===== config.mk =====
export PLATFORM = sky130hd
export DESIGN_NAME = tpwm_cell
export DESIGN_NICKNAME = d
export VERILOG_FILES = /design/src/hw/rtl/tpwm_pkg.sv /design/src/hw/rtl/tpwm_cell.sv
export SDC_FILE = /design/constraint.sdc
export NUM_CORES = 1
export LEC_CHECK = 0
export CORE_ASPECT_RATIO = 0.9
export CORE_MARGIN = 5
export CORE_UTILIZATION = 55
export DETAILED_ROUTE_END_ITERATION = 12
export DONT_BUFFER_PORTS = 1
export PLACE_DENSITY = 0.68
export SYNTH_ARGS = -nofsm -noshare
export SYNTH_HDL_FRONTEND = slang
export SYNTH_SLANG_ARGS = --single-unit

===== constraint.sdc =====
create_clock -name clk_i -period 7.88 [get_ports clk_i]
set_clock_uncertainty 0.05 [all_clocks]
set_input_delay 0.788 -clock clk_i [delete_from_list [all_inputs] [get_ports clk_i]]
set_output_delay 0.788 -clock clk_i [all_outputs]
set_load 0.005 [all_outputs]

===== src/hw/rtl/tpwm_pkg.sv =====
// Shared types, constants and the window compare for the track window matcher.
`timescale 1ns / 1ps

package tpwm_pkg;

  localparam int MAX_COMPARISON_DEF = 32;
  localparam int RESULT_LIMIT       = 32;
  localparam int CIDX_W             = 5;
  localparam int PAR_W              = 20;
  localparam int WIN_W              = 19;
  localparam int CFG_ADDR_W         = 2;

  // item kinds carried on the slave tuser
  localparam logic [1:0] OP_CLEAR = 2'd0;
  localparam logic [1:0] OP_LOAD  = 2'd1;
  localparam logic [1:0] OP_MATCH = 2'd2;

  // config register indexes
  localparam logic [CFG_ADDR_W-1:0] REG_PHI  = 2'd0;
  localparam logic [CFG_ADDR_W-1:0] REG_COT  = 2'd1;
  localparam logic [CFG_ADDR_W-1:0] REG_CURV = 2'd2;
  localparam logic [CFG_ADDR_W-1:0] REG_Z    = 2'd3;

  localparam logic [WIN_W-1:0] PHI_WIN_RST  = 19'd786;
  localparam logic [WIN_W-1:0] COT_WIN_RST  = 19'd262;
  localparam logic [WIN_W-1:0] CURV_WIN_RST = 19'd2684;
  localparam logic [WIN_W-1:0] Z_WIN_RST    = 19'd819;

  // azimuth sits in the lowest bits
  typedef struct packed {
    logic signed [PAR_W-1:0] z_impact;
    logic signed [PAR_W-1:0] curv;
    logic signed [PAR_W-1:0] cot_theta;
    logic signed [PAR_W-1:0] azimuth;
  } track_t;

  typedef struct packed {
    logic [WIN_W-1:0] phi;
    logic [WIN_W-1:0] cot;
    logic [WIN_W-1:0] curv;
    logic [WIN_W-1:0] z;
  } win_t;

  typedef struct packed {
    logic shift;
    logic kill;
  } cell_ctrl_t;

  // |a - b| < w, difference formed exactly in 21 bits
  function automatic logic in_window(logic signed [PAR_W-1:0] a,
                                     logic signed [PAR_W-1:0] b,
                                     logic [WIN_W-1:0] w);
    logic signed [PAR_W:0] diff;
    logic [PAR_W:0] mag;
    diff = {a[PAR_W-1], a} - {b[PAR_W-1], b};
    mag  = diff[PAR_W] ? (PAR_W+1)'(-diff) : (PAR_W+1)'(diff);
    return mag < {2'b00, w};
  endfunction

endpackage


===== src/hw/rtl/tpwm_cell.sv =====
// One chain cell: a stored track plus the reference token passing through.
`timescale 1ns / 1ps

module tpwm_cell (
  input  logic                clk_i,
  input  logic                rst_ni,
  input  tpwm_pkg::cell_ctrl_t ctrl_i,
  input  logic                tok_i,
  input  tpwm_pkg::track_t    ref_i,
  input  logic                wr_i,
  input  tpwm_pkg::track_t    wr_data_i,
  input  tpwm_pkg::win_t      win_i,
  output logic                tok_o,
  output tpwm_pkg::track_t    ref_o,
  output logic                hit_o
);
  import tpwm_pkg::*;

  logic   tok_q;
  track_t ref_q;
  track_t trk_q;

  always_ff @(posedge clk_i or negedge rst_ni) begin
    if (!rst_ni) begin
      tok_q <= 1'b0;
    end else if (ctrl_i.kill) begin
      tok_q <= 1'b0;
    end else if (ctrl_i.shift) begin
      tok_q <= tok_i;
    end
  end

  always_ff @(posedge clk_i) begin
    if (ctrl_i.shift) begin
      ref_q <= ref_i;
    end
    if (wr_i) begin
      trk_q <= wr_data_i;
    end
  end

  assign tok_o = tok_q;
  assign ref_o = ref_q;
  assign hit_o = tok_q
               && in_window(trk_q.azimuth,   ref_q.azimuth,   win_i.phi)
               && in_window(trk_q.cot_theta, ref_q.cot_theta, win_i.cot)
               && in_window(trk_q.curv,      ref_q.curv,      win_i.curv)
               && in_window(trk_q.z_impact,  ref_q.z_impact,  win_i.z);

endmodule


# Yosys cells after proc, flatten, opt, wreduce, memory -nomap -nowiden
# Index checks and enable logic that the tools add are counted.
# classes
add_sub_neg,8
order_cmp,4
mux,6
n_reduce_logical,5
# ops
operator,count
$lt 21x19->1,4
$mux 21,4
$neg 21->21,4
$sub 20x20->21,4
$logic_and 1x1->1,4
$mux 1,2
$reduce_bool 2->1,1
# totals
reg_bits,161
inputBits,242
output_inout_bits,82
word_cells,32

# Depth between registers and ports, before layout
# depth
word_depth,8
ltp_mapped,25
mapped_depth_nobuf,25

# Worst setup path after synthesis
# No wires, ideal clock.
# synth_path
path_kind,register to output
from,"register ref_q, in the netlist ref_o[0]"
to,output port hit_o
arrival_ns,4.993
t_required_ns,7.042
slack_ns,2.049
path_stages_with_launch,19
path_buffers,0
cell_sequence,edfxtp_1 -> ha_1 -> fa_1 -> nand2b_1 -> a21o_1 -> a311oi_1 -> and4_1 -> o211ai_1 -> or4b_1 -> nor4_1 -> a31oi_1 -> xnor2_1 -> ha_1 -> a222oi_1 -> and3_1 -> nand4_1 -> a2111oi_0 -> o2111ai_1 -> a2111oi_2
# synth_via
elab_chain_len,8
# synth_lines
element,line,text
from (decl),tpwm_cell.sv:20,track_t ref_q;
from (signal assigned),tpwm_cell.sv:35,ref_q <= ref_i;
$sub 20x20->21 (*),tpwm_pkg.sv:55,"diff = {a[PAR_W-1], a} - {b[PAR_W-1], b};"
$neg 21->21,tpwm_pkg.sv:56,mag = diff[PAR_W] ? (PAR_W+1)'(-diff) : (PAR_W+1)'(diff);
$mux 21 (*),tpwm_pkg.sv:56,
$lt 21x19->1 (*),tpwm_pkg.sv:57,"return mag < {2'b00, w};"
$logic_and 1x1->1 (*),tpwm_cell.sv:45,"&& in_window(trk_q.azimuth, ref_q.azimuth, win_i.phi)"
$logic_and 1x1->1 (*),tpwm_cell.sv:46,"&& in_window(trk_q.cot_theta, ref_q.cot_theta, win_i.cot)"
$logic_and 1x1->1 (*),tpwm_cell.sv:47,"&& in_window(trk_q.curv, ref_q.curv, win_i.curv)"
$logic_and 1x1->1 (*),tpwm_cell.sv:48,"&& in_window(trk_q.z_impact, ref_q.z_impact, win_i.z);"
to (decl),tpwm_cell.sv:15,output logic hit_o
# Mark *: on every way between the ends. The rest lies on a longest branch, timed or not.

# Worst setup path after layout
# Ends and elaborated chain as after synthesis.

==> summary.md <==
- completed — result of the run
- 0 — count of warnings emitted by yosys
- 5 — First-pass DRT Iterations
- 0.317 — portion of total power attributed to sequential cells
- 9.386 um^2 — syn avg cell area
- 0.5990 — utilization of the core after routing
- 13230 um^2 — combined area of all synthesized cells
- 324 — I/O pin cnt
- 0.247 — Clock Power Share
- sky130_fd_sc_hd__a311oi_1 — cell type of the slowest stage on the worst timing path
- 5.987 — via density per instance
- 1809 — nets@finish
- 0.1199 mV — Worst VDD drop
- 0.07 ns — clock-pin slew on the worst setup and hold paths
- 2 — cell depth of the worst flop-to-flop path
- 1410 — post-synthesis instance total
- 31500 um — wire length after detailed routing
- sky130_fd_sc_hd__edfxtp_1 — prevailing post-synth register cell
- 173.5 um — Chip Width
- ctrl_i[0] — Min-Delay Startpoint
- 2 — number of buffers on the longest clock path
- tok_o — Worst Hold Endpoint
- 0 ns — final setup TNS
- 0.9262 — final clock period utilization by the worst path
- 13920 um — metal1 wirelength
- 7.08 ns — worst reg-to-reg setup slack
- 1812 — synthesized netlist net count
- 0 — number of buffers added on ports
- sky130_fd_sc_hd__ha_1 — cell seen most often among critical-path stages
- 25090 um — HPWL after detailed placement
- 0.3649 — sequential-to-total area share from yosys stat
- 157.2 um — Die Ht
- 0 — DRC violations left
- flip-flop — critical path startpoint category
- 160 — number of flops mapped to enable cells by yosys
- 161 — total clock sinks
- 1 — cell count of the worst hold path
- met4 — highest metal layer used by the detailed router
- 0.04225 — ratio of cells with drive above 1 in the final layout
- 161 — register bit total from synthesis
- 10030 — via count of the first global-routing pass
- 0 — count of final hold-check violations
- 0.435 — share of total power in combinational logic
- 49650 um — first-pass GRT wire length
- 82 — count of different cell masters after synthesis
- 14840 um — routed wire length on met2
- tok_o — endpoint of the most critical register-to-register path
- 53 — standard-cell rows
- 0 — final slew viol count
- 2063 uW — internal power consumption
- 2156 um — routed wire length on met3
- built — clock tree from TritonCTS
- 0.3803 — switching share of total power
- 7 — highest fanout seen on the critical path
- 0.65 ns — max incr delay on CP
- 82 — maximum number of pins on one net before global-route repair
- 0.8599 — final weighted congestion in routability-driven placement
- 1 — number of antenna violations at the first check in global routing
- tok_o — beginning of the worst register-to-register path
- sky130_fd_sc_hd__clkbuf_16 — Clk Tree Root Cell
- 6.46 ns — critical path data arrival time
- 236.1 nW/um^2 — pwr/cell area
- primary output — CP Capture Type
- 7.04 ns — Critical Path RT
- reg -> out — classification of the worst setup path
- 0.006097 uW — leakage power
- 0 — count of instances resized after the clock tree is built
- 4 — H-tree lvl count
- 10320 — detailed-route via count
- 27270 um^2 — die footprint
- 0.5622 — effective utilization at floorplan
- 1266 uW — Net Switching
- 1.142 ns — worst-margin pin slew
- 2014 — fill cell total of the finished layout
- 23540 um^2 — total core area
- 17 — clock buffer count from CTS
- in -> reg — worst hold path type
- 0.2310 — worst-case headroom to the max-slew limit
- 0 — DRT antenna net count
- 18.28 um — Wirelength per Cell
- 137.0 MHz — Max Clk Rate
- 7.299 ns — final critical-path required period
- 0.42 ns — Worst-Skew Late Latency
- false — unrepaired setup endpoints after global routing
- ha_1 > fa_1 > nand2b_1 > a21o_1 > a311oi_1 > and4_1 > o211ai_1 > or4b_1 > nor4_1 > a31oi_1 > xnor2_1 > ha_1 > a222oi_1 > and3_1 > nand4_1 > a2111oi_0 > o2111ai_1 > a2111oi_2 — ordered cell list for the critical path
- 0 — max-capacitance violation count
- 675 — initial detailed-routing violation count
- 0 — total gr overflow
- 0.006211 — Async S/R FF share, synth
- 0.2231 — aggregate global-route resource usage
- 6.562% — synthesis-to-finish area growth
- 0 — total of endpoints with negative setup slack in the final report
-- layer usage --
metal,vias up,track usage
li1,5142,-
met1,4823,0.2898
met2,313,0.3728
met3,38,0.05908
met4,0,0.06231
met5,-,0
-- sequential cells by signal, summed over array words and instances (netlist names) --
name and flops:
ref_o 80, trk_q 80, tok_o 1
-- power groups by stage --
stage	registers, uW	logic (uW)	clock network (uW)
4_1_cts	1060	1450	839
3_3_place_gp	1080	1410	0
3_5_place_dp	1080	1440	0
6_report	1060	1450	824
5_1_grt	1060	1650	880
2_1_floorplan	1060	1160	0
-- worst max path at each step --
stage	start	end	slack (ns)	cells past startpoint
after floorplan	ref_o[0]	hit_o	2.05	18
after global placement	ref_o[0]	hit_o	1.31	18
after detailed placement	ref_o[0]	hit_o	1.09	18
after CTS	ref_o[0]	hit_o	0.59	18
after global routing	trk_q[60]	hit_o	0.003	23
final	ref_o[0]	hit_o	0.58	18
-- worst max-delay path, delay by kind of cell, from the launching register on --
kind,cells,cell delay [ns]
AOI/OAI and AO/OA,8,2.65
and+or+nand+nor,6,1.86
adders and majority gates,3,0.96
DFF,1,0.42
xor gates and xnor gates,1,0.16
-- synth_stat cells, types with 5 or more instances --
cell type | n | share of area
sky130_fd_sc_hd__a2111oi_0 | 8 | 0.0053
sky130_fd_sc_hd__a211o_1 | 7 | 0.0046
sky130_fd_sc_hd__a211oi_1 | 16 | 0.0091
sky130_fd_sc_hd__a21boi_0 | 7 | 0.0040
sky130_fd_sc_hd__a21o_1 | 32 | 0.018
sky130_fd_sc_hd__a21oi_1 | 97 | 0.037
sky130_fd_sc_hd__a31oi_1 | 10 | 0.0047
sky130_fd_sc_hd__a41oi_1 | 5 | 0.0033
sky130_fd_sc_hd__and2_1 | 11 | 0.0052
sky130_fd_sc_hd__and3_1 | 15 | 0.0071
sky130_fd_sc_hd__clkbuf_1 | 20 | 0.0057
sky130_fd_sc_hd__edfxtp_1 | 160 | 0.36
sky130_fd_sc_hd__ha_1 | 156 | 0.15
sky130_fd_sc_hd__inv_1 | 195 | 0.055
sky130_fd_sc_hd__mux2i_1 | 8 | 0.0061
sky130_fd_sc_hd__nand2_1 | 98 | 0.028
sky130_fd_sc_hd__nand2b_1 | 15 | 0.0071
sky130_fd_sc_hd__nand3_1 | 23 | 0.0087
sky130_fd_sc_hd__nand3b_1 | 5 | 0.0028
sky130_fd_sc_hd__nand4_1 | 21 | 0.0099
sky130_fd_sc_hd__nand4b_1 | 6 | 0.0040
sky130_fd_sc_hd__nor2_1 | 88 | 0.025
sky130_fd_sc_hd__nor2b_1 | 18 | 0.0085
sky130_fd_sc_hd__nor3_1 | 23 | 0.0087
sky130_fd_sc_hd__nor4_1 | 6 | 0.0028
sky130_fd_sc_hd__o2111ai_1 | 9 | 0.0060
sky130_fd_sc_hd__o211a_1 | 6 | 0.0045
sky130_fd_sc_hd__o211ai_1 | 18 | 0.010
sky130_fd_sc_hd__o21a_1 | 17 | 0.0096
sky130_fd_sc_hd__o21ai_0 | 66 | 0.025
sky130_fd_sc_hd__o21bai_1 | 6 | 0.0034
sky130_fd_sc_hd__o31ai_1 | 15 | 0.0085
sky130_fd_sc_hd__or3_1 | 9 | 0.0043
sky130_fd_sc_hd__or4_1 | 6 | 0.0034
sky130_fd_sc_hd__xnor2_1 | 75 | 0.050
sky130_fd_sc_hd__xor2_1 | 41 | 0.027
-- cell usage in the layout (no fill, tap or decap), types with 5 or more instances in the layout --
cell and instances:
sky130_fd_sc_hd__inv_1 195, sky130_fd_sc_hd__edfxtp_1 160, sky130_fd_sc_hd__ha_1 156, sky130_fd_sc_hd__nand2_1 98
sky130_fd_sc_hd__a21oi_1 97, sky130_fd_sc_hd__nor2_1 88, sky130_fd_sc_hd__xnor2_1 75, sky130_fd_sc_hd__o21ai_0 66
sky130_fd_sc_hd__xor2_1 41, sky130_fd_sc_hd__a21o_1 32, sky130_fd_sc_hd__nand3_1 23, sky130_fd_sc_hd__nor3_1 23
sky130_fd_sc_hd__nand4_1 21, sky130_fd_sc_hd__nor2b_1 18, sky130_fd_sc_hd__o211ai_1 18, sky130_fd_sc_hd__o21a_1 17
sky130_fd_sc_hd__clkbuf_16 17, sky130_fd_sc_hd__a211oi_1 16, sky130_fd_sc_hd__and3_1 15, sky130_fd_sc_hd__o31ai_1 15
sky130_fd_sc_hd__nand2b_1 15, sky130_fd_sc_hd__and2_1 11, sky130_fd_sc_hd__a31oi_1 10, sky130_fd_sc_hd__or3_1 9
sky130_fd_sc_hd__o2111ai_1 9, sky130_fd_sc_hd__a2111oi_0 8, sky130_fd_sc_hd__mux2i_1 8, sky130_fd_sc_hd__a211o_1 7
sky130_fd_sc_hd__a21boi_0 7, sky130_fd_sc_hd__o211a_1 6, sky130_fd_sc_hd__o21bai_1 6, sky130_fd_sc_hd__nor4_1 6
sky130_fd_sc_hd__nand4b_1 6, sky130_fd_sc_hd__or4_1 6, sky130_fd_sc_hd__inv_8 6, sky130_fd_sc_hd__nand3b_1 5
sky130_fd_sc_hd__a41oi_1 5
-- cells by family after synthesis --
logic type | after synthesis | share of synthesized area
fa+ha+maj | 160 | 0.1535
xor+xnor | 116 | 0.07677
compound gates | 376 | 0.1933
simple gates | 366 | 0.1395
mux | 11 | 0.008604
buf+inv | 220 | 0.06334
flops | 161 | 0.3649
-- final cells by class --
class                   instances  area, um^2  area share
repair buffers                  3       25.02    0.001774
clock buffers                  17       425.4     0.03017
inverters                     195       732.0     0.05190
clock inverters                15       143.9     0.01020
well taps                     302       377.9     0.02679
flip-flops and latches        161        4830      0.3425
multi-input cells            1029        7566      0.5365
diodes                          1       2.502   0.0001774
-- repair_timing --
action                                 CTS  global route
hold buffers                             1             0
endpoints found under the hold margin    1             0
setup buffers                            0             0
-- through the flow --
stage	worst slack, ns	std cells	cell area [um^2]	hold WS, ns	power (uW)
final	0.5815	1723	14100	0.3784	3329
after detailed placement	1.094	1689	13520	0.4424	2515
after global routing	0.003300	1723	14100	0.3641	3596
after global placement	1.309	1689	13520	0.4425	2484
after CTS	0.5860	1722	14100	0.3564	3348
after floorplan	2.049	1410	13230	0.4424	2226
No activity file was read; power rests on OpenSTA's default activity.
